`src/sv/fmp4h_pkg.sv`:
```
`timescale 1ns / 1ps
// ---------------------------------------------------------------------------
// fmp4h_pkg
// Shared types, constants and the header word table for the fragment
// header generator.
// ---------------------------------------------------------------------------
package fmp4h_pkg;

	localparam int NumWords      = 26;
	localparam int WordIdxW      = 5;
	localparam int QueueDepthDef = 2;

	localparam int PtsW      = 41;
	localparam int RawW      = 40;
	localparam int RateW     = 18;
	localparam int ProdW     = RawW + RateW;
	localparam int SplitW    = 30;
	localparam int HiW       = ProdW - SplitW;
	localparam int YW        = 38;
	localparam int ZW        = 31;
	localparam int RecipW    = ZW + 32;
	localparam int RecipShift = 41;
	localparam int QcW       = RecipW - RecipShift;
	localparam int DivSteps  = 3;
	localparam int StepW     = 2;
	localparam int TickW     = 48;
	localparam int DurRegW   = 17;

	// 2^30 = 1000 * SplitQuot + SplitRem; MsRecip = ceil(2^41 / 1000)
	localparam logic [20:0]      SplitQuot       = 21'd1073741;
	localparam logic [9:0]       SplitRem        = 10'd824;
	localparam logic [31:0]      MsRecip         = 32'd2199023256;
	localparam logic [RateW-1:0] VideoTimescale  = RateW'(90000);
	localparam logic [31:0]      VideoFallbackDur = 32'(90000 / 30);
	localparam logic [31:0]      AudioDefaultDur  = 32'd1024;
	localparam logic [31:0]      FlagsKey        = 32'h0200_0000;
	localparam logic [31:0]      FlagsNonKey     = 32'h0101_0000;
	localparam logic [31:0]      FlagsAudio      = 32'h0000_0000;

	typedef enum logic [1:0] {
		REG_AUDIO_ENABLE = 2'd0,
		REG_AUDIO_RATE   = 2'd1,
		REG_VIDEO_DUR    = 2'd2
	} reg_idx_t;

	typedef struct packed {
		logic               audio_enable;
		logic [RateW-1:0]   audio_rate;
		logic [DurRegW-1:0] video_dur;
	} cfg_t;

	typedef struct packed {
		logic        trk;
		logic [31:0] seq;
		logic [31:0] tfdt;
		logic [31:0] dur;
		logic [31:0] size;
		logic [31:0] flags;
	} frag_entry_t;

	function automatic logic [31:0] frag_word(input frag_entry_t e,
		input logic [WordIdxW-1:0] idx);
		logic [31:0] w;
		case (idx)
			5'd0:  w = 32'd96;
			5'd1:  w = 32'h6D6F_6F66; // moof
			5'd2:  w = 32'd16;
			5'd3:  w = 32'h6D66_6864; // mfhd
			5'd4:  w = 32'd0;
			5'd5:  w = e.seq;
			5'd6:  w = 32'd72;
			5'd7:  w = 32'h7472_6166; // traf
			5'd8:  w = 32'd16;
			5'd9:  w = 32'h7466_6864; // tfhd
			5'd10: w = 32'h0002_0000;
			5'd11: w = e.trk ? 32'd2 : 32'd1;
			5'd12: w = 32'd16;
			5'd13: w = 32'h7466_6474; // tfdt
			5'd14: w = 32'd0;
			5'd15: w = e.tfdt;
			5'd16: w = 32'd32;
			5'd17: w = 32'h7472_756E; // trun
			5'd18: w = 32'h0000_0701;
			5'd19: w = 32'd1;
			5'd20: w = 32'd104;
			5'd21: w = e.dur;
			5'd22: w = e.size;
			5'd23: w = e.flags;
			5'd24: w = e.size + 32'd8;
			5'd25: w = 32'h6D64_6174; // mdat
			default: w = 32'd0;
		endcase
		return w;
	endfunction

endpackage

```
`src/sv/fmp4h_front.sv`:
```
`timescale 1ns / 1ps
// ---------------------------------------------------------------------------
// fmp4h_front
// Accepts sample descriptors, drops empty and disabled-audio samples,
// converts ms to track ticks (multiply, then a three-step reciprocal divide
// by 1000) and works out the sample duration from the per-track history.
// ---------------------------------------------------------------------------
module fmp4h_front import fmp4h_pkg::*; (
	input  logic               clk,
	input  logic               arst_n,
	input  cfg_t               cfg,
	input  logic               item_valid,
	output logic               item_ready,
	input  logic               mode,
	input  logic signed [PtsW-1:0] pts_ms,
	input  logic [31:0]        payload_len,
	input  logic               is_key,
	output logic               push,
	input  logic               push_ready,
	output frag_entry_t        push_entry
);

	typedef enum logic [2:0] {
		F_IDLE = 3'b001,
		F_DIV  = 3'b010,
		F_PUSH = 3'b100
	} fstate_t;

	fstate_t          state_q;
	logic             buf_vld_q;
	logic             buf_trk_q;
	logic [RawW-1:0]  buf_raw_q;
	logic [31:0]      buf_size_q;
	logic             buf_key_q;

	logic             wk_trk_q;
	logic [31:0]      wk_size_q;
	logic             wk_key_q;
	logic [ProdW-1:0] prod_q;
	logic [TickW-1:0] quo_q;
	logic [YW-1:0]    rem_q;
	logic [StepW-1:0] step_q;

	logic [31:0]      seq_q;
	logic [TickW-1:0] last_ts_q [2];
	logic [1:0]       seen_q;

	logic             accept;
	logic             drop;
	logic             start;
	logic [RateW-1:0] ts_sel;
	logic [ProdW-1:0] prod;
	logic [HiW-1:0]   fold_hi;
	logic [SplitW-1:0] fold_lo;
	logic [TickW-1:0] fold_quo;
	logic [YW-1:0]    fold_rem;
	logic [RecipW-1:0] recip;
	logic [TickW-1:0] ticks;
	logic [TickW-1:0] last_ts;
	logic [TickW-1:0] delta;
	logic [31:0]      dur;

	assign item_ready = !buf_vld_q;
	assign accept     = item_valid && item_ready;
	assign drop       = (payload_len == 32'd0) || (mode && !cfg.audio_enable);
	assign start      = (state_q == F_IDLE) && buf_vld_q;

	assign ts_sel = buf_trk_q ? cfg.audio_rate : VideoTimescale;
	assign prod   = {{RateW{1'b0}}, buf_raw_q} * {{RawW{1'b0}}, ts_sel};

	// P = hi * 2^30 + lo and 2^30 = 1000 * SplitQuot + SplitRem, so
	// P / 1000 = hi * SplitQuot + (hi * SplitRem + lo) / 1000. Two folds
	// leave under 2^31, which the reciprocal multiply finishes exactly.
	assign fold_hi  = (step_q == '0) ? prod_q[ProdW-1:SplitW]
		: {{(HiW-(YW-SplitW)){1'b0}}, rem_q[YW-1:SplitW]};
	assign fold_lo  = (step_q == '0) ? prod_q[SplitW-1:0] : rem_q[SplitW-1:0];
	assign fold_quo = {{(TickW-HiW){1'b0}}, fold_hi} * TickW'(SplitQuot);
	assign fold_rem = {{(YW-HiW){1'b0}}, fold_hi} * YW'(SplitRem)
		+ {{(YW-SplitW){1'b0}}, fold_lo};
	assign recip    = {{(RecipW-ZW){1'b0}}, rem_q[ZW-1:0]}
		* {{(RecipW-32){1'b0}}, MsRecip};

	assign ticks   = quo_q;
	assign last_ts = last_ts_q[wk_trk_q];
	assign delta   = ticks - last_ts;

	always_comb begin
		if (seen_q[wk_trk_q] && (ticks > last_ts))
			dur = (|delta[TickW-1:32]) ? 32'hFFFF_FFFF : delta[31:0];
		else if (wk_trk_q)
			dur = AudioDefaultDur;
		else if (cfg.video_dur != '0)
			dur = 32'(cfg.video_dur);
		else
			dur = VideoFallbackDur;
	end

	assign push = (state_q == F_PUSH);
	always_comb begin
		push_entry.trk   = wk_trk_q;
		push_entry.seq   = seq_q;
		push_entry.tfdt  = ticks[31:0];
		push_entry.dur   = dur;
		push_entry.size  = wk_size_q;
		push_entry.flags = wk_trk_q ? FlagsAudio : (wk_key_q ? FlagsKey : FlagsNonKey);
	end

	always_ff @(posedge clk or negedge arst_n) begin
		if (!arst_n) begin
			state_q   <= F_IDLE;
			buf_vld_q <= 1'b0;
			step_q    <= '0;
			seq_q     <= 32'd1;
			seen_q    <= '0;
			last_ts_q[0] <= '0;
			last_ts_q[1] <= '0;
		end else begin
			if (accept && !drop)
				buf_vld_q <= 1'b1;
			else if (start)
				buf_vld_q <= 1'b0;

			case (state_q)
				F_IDLE: begin
					if (start) begin
						state_q <= F_DIV;
						step_q  <= '0;
					end
				end
				F_DIV: begin
					step_q <= step_q + 1'b1;
					if (step_q == StepW'(DivSteps - 1))
						state_q <= F_PUSH;
				end
				F_PUSH: begin
					if (push_ready) begin
						state_q             <= F_IDLE;
						seq_q               <= seq_q + 32'd1;
						last_ts_q[wk_trk_q] <= ticks;
						seen_q[wk_trk_q]    <= 1'b1;
					end
				end
				default: state_q <= F_IDLE;
			endcase
		end
	end

	always_ff @(posedge clk) begin
		if (accept && !drop) begin
			buf_trk_q  <= mode;
			buf_raw_q  <= pts_ms[PtsW-1] ? '0 : pts_ms[RawW-1:0];
			buf_size_q <= payload_len;
			buf_key_q  <= is_key;
		end
		if (start) begin
			wk_trk_q  <= buf_trk_q;
			wk_size_q <= buf_size_q;
			wk_key_q  <= buf_key_q;
			prod_q    <= prod;
		end else if (state_q == F_DIV) begin
			if (step_q == StepW'(DivSteps - 1)) begin
				quo_q <= quo_q + {{(TickW-QcW){1'b0}}, recip[RecipW-1:RecipShift]};
			end else begin
				quo_q <= (step_q == '0) ? fold_quo : quo_q + fold_quo;
				rem_q <= fold_rem;
			end
		end
	end

endmodule

```
`src/sv/fmp4h_queue.sv`:
```
`timescale 1ns / 1ps
// ---------------------------------------------------------------------------
// fmp4h_queue
// Small FIFO of prepared fragment entries between the front and the
// word emitter.
// ---------------------------------------------------------------------------
module fmp4h_queue import fmp4h_pkg::*; #(
	parameter int DEPTH = QueueDepthDef
) (
	input  logic        clk,
	input  logic        arst_n,
	input  logic        push,
	output logic        push_ready,
	input  frag_entry_t push_entry,
	output logic        pop_valid,
	input  logic        pop,
	output frag_entry_t pop_entry
);

	localparam int AW = (DEPTH > 1) ? $clog2(DEPTH) : 1;
	localparam int CW = $clog2(DEPTH + 1);

	frag_entry_t    mem_q [DEPTH];
	logic [AW-1:0]  wr_ptr_q;
	logic [AW-1:0]  rd_ptr_q;
	logic [CW-1:0]  count_q;
	logic           do_push;
	logic           do_pop;

	assign push_ready = (count_q != CW'(DEPTH));
	assign pop_valid  = (count_q != '0);
	assign do_push    = push && push_ready;
	assign do_pop     = pop && pop_valid;
	assign pop_entry  = mem_q[rd_ptr_q];

	always_ff @(posedge clk or negedge arst_n) begin
		if (!arst_n) begin
			wr_ptr_q <= '0;
			rd_ptr_q <= '0;
			count_q  <= '0;
		end else begin
			if (do_push)
				wr_ptr_q <= (wr_ptr_q == AW'(DEPTH - 1)) ? '0 : wr_ptr_q + 1'b1;
			if (do_pop)
				rd_ptr_q <= (rd_ptr_q == AW'(DEPTH - 1)) ? '0 : rd_ptr_q + 1'b1;
			if (do_push && !do_pop)
				count_q <= count_q + 1'b1;
			else if (do_pop && !do_push)
				count_q <= count_q - 1'b1;
		end
	end

	always_ff @(posedge clk) begin
		if (do_push)
			mem_q[wr_ptr_q] <= push_entry;
	end

endmodule

```
`src/sv/fmp4h_back.sv`:
```
`timescale 1ns / 1ps
// ---------------------------------------------------------------------------
// fmp4h_back
// Walks the 26 header words of each queued entry into a registered
// output stage, one word per cycle when the sink keeps up.
// ---------------------------------------------------------------------------
module fmp4h_back import fmp4h_pkg::*; (
	input  logic        clk,
	input  logic        arst_n,
	input  logic        q_valid,
	input  frag_entry_t q_entry,
	output logic        q_pop,
	output logic        word_valid,
	input  logic        word_ready,
	output logic [31:0] header_word,
	output logic        last_word
);

	frag_entry_t         cur_q;
	logic                busy_q;
	logic [WordIdxW-1:0] cnt_q;
	logic                out_vld_q;
	logic [31:0]         out_word_q;
	logic                out_last_q;

	logic adv;
	logic load;
	logic last_now;

	assign adv      = !out_vld_q || word_ready;
	assign load     = busy_q && adv;
	assign last_now = (cnt_q == WordIdxW'(NumWords - 1));
	// next entry is picked up while its predecessor's final word is loaded into the output register
	assign q_pop    = q_valid && (!busy_q || (load && last_now));

	assign word_valid  = out_vld_q;
	assign header_word = out_word_q;
	assign last_word   = out_last_q;

	always_ff @(posedge clk or negedge arst_n) begin
		if (!arst_n) begin
			busy_q    <= 1'b0;
			cnt_q     <= '0;
			out_vld_q <= 1'b0;
		end else begin
			if (adv)
				out_vld_q <= busy_q;
			if (q_pop) begin
				busy_q <= 1'b1;
				cnt_q  <= '0;
			end else if (load) begin
				if (last_now)
					busy_q <= 1'b0;
				cnt_q <= cnt_q + 1'b1;
			end
		end
	end

	always_ff @(posedge clk) begin
		if (q_pop)
			cur_q <= q_entry;
		if (load) begin
			out_word_q <= frag_word(cur_q, cnt_q);
			out_last_q <= last_now;
		end
	end

endmodule

```
`src/sv/fmp4_fragment_header_gen.sv`:
```
`timescale 1ns / 1ps
// ---------------------------------------------------------------------------
// fmp4_fragment_header_gen
// Writes a single-sample moof box plus mdat header for each sample.
// ---------------------------------------------------------------------------
// Usage: program audio_enable, audio_sample_rate and video_default_duration
// over the APB port (0x0, 0x4, 0x8) while no transaction is in flight.
// Each sample descriptor (mode, pts_ms, payload_len, is_key) enters on the
// item channel; empty samples and audio samples with audio off are taken
// and dropped. Every kept sample yields 26 words on the word channel, the
// last flagged by last_word.
// Path: an accepted sample passes the input buffer, the product register,
// the divide by 1000 in the front, the queue, the emitter's entry register
// and its output register. Throughput: one word per cycle while the sink
// keeps up, set by the word emitter; the front converts the next sample
// meanwhile; a queue of QUEUE_DEPTH entries (two by default) holds them.
// Reset clears the sequence number to 1, the per-track timestamp history
// and the registers. If the sink stalls, the current word holds, the queue
// fills and then item_ready drops.
// ---------------------------------------------------------------------------
module fmp4_fragment_header_gen import fmp4h_pkg::*; #(
	parameter int QUEUE_DEPTH = QueueDepthDef
) (
	input  logic                   clk,
	input  logic                   arst_n,
	input  logic                   psel,
	input  logic                   penable,
	input  logic                   pwrite,
	input  logic [3:0]             paddr,
	input  logic [31:0]            pwdata,
	output logic [31:0]            prdata,
	output logic                   pready,
	input  logic                   item_valid,
	output logic                   item_ready,
	input  logic                   mode,
	input  logic signed [PtsW-1:0] pts_ms,
	input  logic [31:0]            payload_len,
	input  logic                   is_key,
	output logic                   word_valid,
	input  logic                   word_ready,
	output logic [31:0]            header_word,
	output logic                   last_word
);

	cfg_t        cfg_q;
	reg_idx_t    reg_idx;
	logic        wr_en;
	logic        push;
	logic        push_ready;
	frag_entry_t push_entry;
	logic        q_valid;
	logic        q_pop;
	frag_entry_t q_entry;

	assign pready  = 1'b1;
	assign reg_idx = reg_idx_t'(paddr[3:2]);
	assign wr_en   = psel && penable && pwrite;

	always_ff @(posedge clk or negedge arst_n) begin
		if (!arst_n) begin
			cfg_q <= '0;
		end else if (wr_en) begin
			case (reg_idx)
				REG_AUDIO_ENABLE: cfg_q.audio_enable <= pwdata[0];
				REG_AUDIO_RATE:   cfg_q.audio_rate   <= pwdata[RateW-1:0];
				REG_VIDEO_DUR:    cfg_q.video_dur    <= pwdata[DurRegW-1:0];
				default: ;
			endcase
		end
	end

	always_comb begin
		case (reg_idx)
			REG_AUDIO_ENABLE: prdata = 32'(cfg_q.audio_enable);
			REG_AUDIO_RATE:   prdata = 32'(cfg_q.audio_rate);
			REG_VIDEO_DUR:    prdata = 32'(cfg_q.video_dur);
			default:          prdata = 32'd0;
		endcase
	end

	fmp4h_front u_front (
		.clk         (clk),
		.arst_n      (arst_n),
		.cfg         (cfg_q),
		.item_valid  (item_valid),
		.item_ready  (item_ready),
		.mode        (mode),
		.pts_ms      (pts_ms),
		.payload_len (payload_len),
		.is_key      (is_key),
		.push        (push),
		.push_ready  (push_ready),
		.push_entry  (push_entry)
	);

	fmp4h_queue #(
		.DEPTH (QUEUE_DEPTH)
	) u_queue (
		.clk        (clk),
		.arst_n     (arst_n),
		.push       (push),
		.push_ready (push_ready),
		.push_entry (push_entry),
		.pop_valid  (q_valid),
		.pop        (q_pop),
		.pop_entry  (q_entry)
	);

	fmp4h_back u_back (
		.clk         (clk),
		.arst_n      (arst_n),
		.q_valid     (q_valid),
		.q_entry     (q_entry),
		.q_pop       (q_pop),
		.word_valid  (word_valid),
		.word_ready  (word_ready),
		.header_word (header_word),
		.last_word   (last_word)
	);

endmodule
```
`config.mk`:
```
export PLATFORM = sky130hd
export DESIGN_NAME = fmp4_fragment_header_gen
export DESIGN_NICKNAME = d
export VERILOG_FILES = /design/src/sv/fmp4h_pkg.sv /design/src/sv/fmp4h_front.sv /design/src/sv/fmp4h_queue.sv /design/src/sv/fmp4h_back.sv /design/src/sv/fmp4_fragment_header_gen.sv
export SDC_FILE = /design/constraint.sdc
export NUM_CORES = 2
export LEC_CHECK = 0
export BUFFER_PORTS_ARGS = -buffer_cell sky130_fd_sc_hd__buf_2
export CORE_ASPECT_RATIO = 0.6
export CORE_MARGIN = 3
export CORE_UTILIZATION = 70
export DETAILED_ROUTE_END_ITERATION = 10
export PLACE_DENSITY = 0.95
export SYNTH_ARGS = -nofsm -noshare
export SYNTH_HDL_FRONTEND = slang
export SYNTH_SLANG_ARGS = --single-unit
```
`constraint.sdc`:
```
create_clock -name clk -period 22.2 [get_ports clk]
set_input_delay 2.22 -clock clk [delete_from_list [all_inputs] [get_ports clk]]
set_output_delay 2.22 -clock clk [all_outputs]
set_load 0.02 [all_outputs]
```
==> impl_metrics.toml <==
[synthesis]
synth.most_common_cell = "inv_1"
seq_area_frac_synth = 0.278
yosys_warnings = 0
yosys.area.top_type_share = 0.246
synth-edff-count = 678
syn_inst = 8534
async_flop_share = 0.213
yosys.area.top_type = "fa_1"
syn_avg_cell_area_um2 = 10.5
synth_flop_cell = "edfxtp_1"
synth_cell_types = 93
ys_seq_elements = 861
synth_area_leaders = "fa_1 25%, edfxtp_1 23%, ha_1 14%"
netlist_area_um2 = 89800
synth_common_cells = "1520 x inv_1, 1105 x fa_1, 982 x ha_1"

[global_route]
antenna_found_initial = 16
grt_max_degree = 82
grt_pass1_vias = 71200
grt_pass1_wl_um = 399000
track_usage = 0.391
overflow = 0

[routing]
viasPerCell = 6.57
wl_per_cell_um = 25.0
drc_errors = 0
drtIter0Drc = 9126
routed_wl_um = 258000
ant_nets = 0
num_vias = 67800
first_pass_iters = 10

[critical_path]
slowest_stage = "o41ai_2"
cpPeakStageDelay_ns = 0.66
startpoint_type = "register"
worstSetupPathType = "reg -> reg"
crit_top_cell = "inv_1"
worstPathArrival_ns = 12.64
crit_fanout = 59
cp_data_required_time_ns = 22.66
cp-end-kind = "register"

[floorplan]
io_pins = 186
die_h_um = 283
initial_core_util = 0.708
die_w_um = 468
core_area_um2 = 127000
rows = 101
die_area_um2 = 133000

[placement]
hpwl_um = 198000
portBuffers = 154
gp_congestion = 1.02

[clocking]
cts_tree = "done"
cts.reportedPaths.clkPinSlew_ns = 0.07
cts_max_level = 3
clockBufferDepth = 3
clk_latency_ns = 0.73
numCtsBuffers = 80
cts_sinks = 861
cts_hold_buf = 0
postCtsSetupBuffers = 0
ctsResizeCount = 0
root_buffer = "clkbuf_16"

[cells_and_area]
fin_nets = 10700
area_growth_pct = 5.81
drive_gt1_frac = 0.0818
fill_cells = 7813

[timing]
slew_headroom = 0.0874
clock_skew_ns = 0.0844
worst_pin_slew_ns = 1.37
max_freq_mhz = 82.1
post-route-period-util = 0.548
finalSetupViolCount = 0
min_period_ns = 12.18
rsz0062_at_grt = "false"
tns_ns = 0
hold_viol_final = 0
drv_slew = 0

[min_path]
hold_class = "reg -> reg"

[run_status]
status = "finished clean"

[flow_run]
drv_cap = 0
critical path, delay by kind of cell (launching register included):
kind            cells  cell delay [ns]
compound gates     15             4.72
buf+inv             7             1.39
fa+ha+maj           9             3.70
flops               1             0.39
xor+xnor            2             0.39
mux                 2             0.86
simple gates        2             0.39
layout make-up:
| cell class | count | area, µm² | area share |
|---|---|---|---|
| repair buffers | 234 | 1380 | 0.0145 |
| diodes | 11 | 27.5 | 0.000290 |
| inverters | 1523 | 5720 | 0.0602 |
| multi-input cells | 5838 | 58000 | 0.610 |
| well taps | 1699 | 2130 | 0.0224 |
| flip-flops and latches | 861 | 24900 | 0.263 |
| clock buffers | 101 | 2120 | 0.0223 |
| clock inverters | 49 | 697 | 0.00734 |
per-layer routing:
layer / routed length, µm / track usage
met1: 97400 / 0.547
met2: 108000 / 0.553
met3: 42500 / 0.162
met4: 9670 / 0.130
met5: 240 / 0.00685
flip-flops by register name, indices dropped and copies added, names as in the netlist, 36 cells and up:
| name | cells |
|---|---|
| u_front.prod_q | 58 |
| cfg_q | 36 |
| u_front.buf_raw_q | 40 |
| u_queue.mem_q | 262 |
| u_front.quo_q | 48 |
| u_back.cur_q | 131 |
| u_front.rem_q | 38 |
| u_front.last_ts_q | 96 |
logic make-up (layout without fill, tap and decap cells):
logic type,count (synthesis),count (layout),share of synthesized area
AO/OA/AOI/OAI,1205,1205,0.0891
XOR/XNOR,331,331,0.0323
adder cells (fa/ha/maj),2087,2087,0.383
buffers and inverters,1848,1907,0.0780
flip-flops,861,861,0.278
multiplexers,331,331,0.0407
other,2,26,0.0000837
AND/OR/NAND/NOR,1869,1869,0.0987
final timing paths:
path / start / slack (ns) / cells after the start / endpoint
max: u_front.step_q[0]$_DFFE_PN0P_ / 10.02 / 37 / u_front.quo_q[47]$_DFFE_PP_
min: u_front.buf_size_q[24]$_DFFE_PP_ / 0.41 / 0 / u_front.wk_size_q[24]$_DFFE_PP_
max reg2reg: u_front.step_q[0]$_DFFE_PN0P_ / 10.02 / 37 / u_front.quo_q[47]$_DFFE_PP_
min reg2reg: u_front.buf_size_q[24]$_DFFE_PP_ / 0.41 / 0 / u_front.wk_size_q[24]$_DFFE_PP_
max in group asynchronous: arst_n / 18.48 / 3 / u_queue.rd_ptr_q$_DFFE_PN0P_
min in group asynchronous: arst_n / 1.57 / 1 / u_front.seq_q[18]$_DFFE_PN0P_
per-stage QoR:
step / instances / util / instance area [µm²] / setup WS, ns / hold slack [ns]
final: 10300 / 0.749 / 95000 / 10.02 / 0.409
after floorplan: 8547 / - / 89800 / 11.08 / 0.400
after CTS: 10300 / 0.748 / 95000 / 10.36 / 0.415
after global routing: 10300 / 0.748 / 95000 / 9.62 / 0.418
after detailed placement: 10200 / 0.726 / 92100 / 10.40 / 0.405
after global placement: 10200 / 0.726 / 92100 / 10.65 / 0.403
layout by cell type (no fill, tap or decap), types with 23 or more instances in the layout:
cell type  synthesis  routed
a211oi_1          61      61
clkbuf_16          0      80
ha_1             982     980
buf_2              1     153
buf_4             18      80
nor2b_1           80      79
a31oi_1           56      56
a22oi_1           23      23
mux2i_1           61      61
dfrtp_1          181     179
nand4_1           65      65
o21ai_0          222     221
nor2_1           250     248
nand2_1          836     835
and2_1           159     154
o21bai_1          42      42
a21o_1           162     162
inv_1           1520    1519
nor4_1            26      25
nand3_1           94      94
a41oi_1           23      23
fa_1            1105    1105
nor3_1            73      73
a21oi_1          314     314
xor2_1           123     123
edfxtp_1         678     678
and3_1           140     140
nand2b_1          68      66
xnor2_1          208     208
o21a_1            40      39
mux2_2           269     269
Power is left out: the tool's default activity adds up to more than one toggle a clock period on the data nets, which glitch-free logic cannot reach.
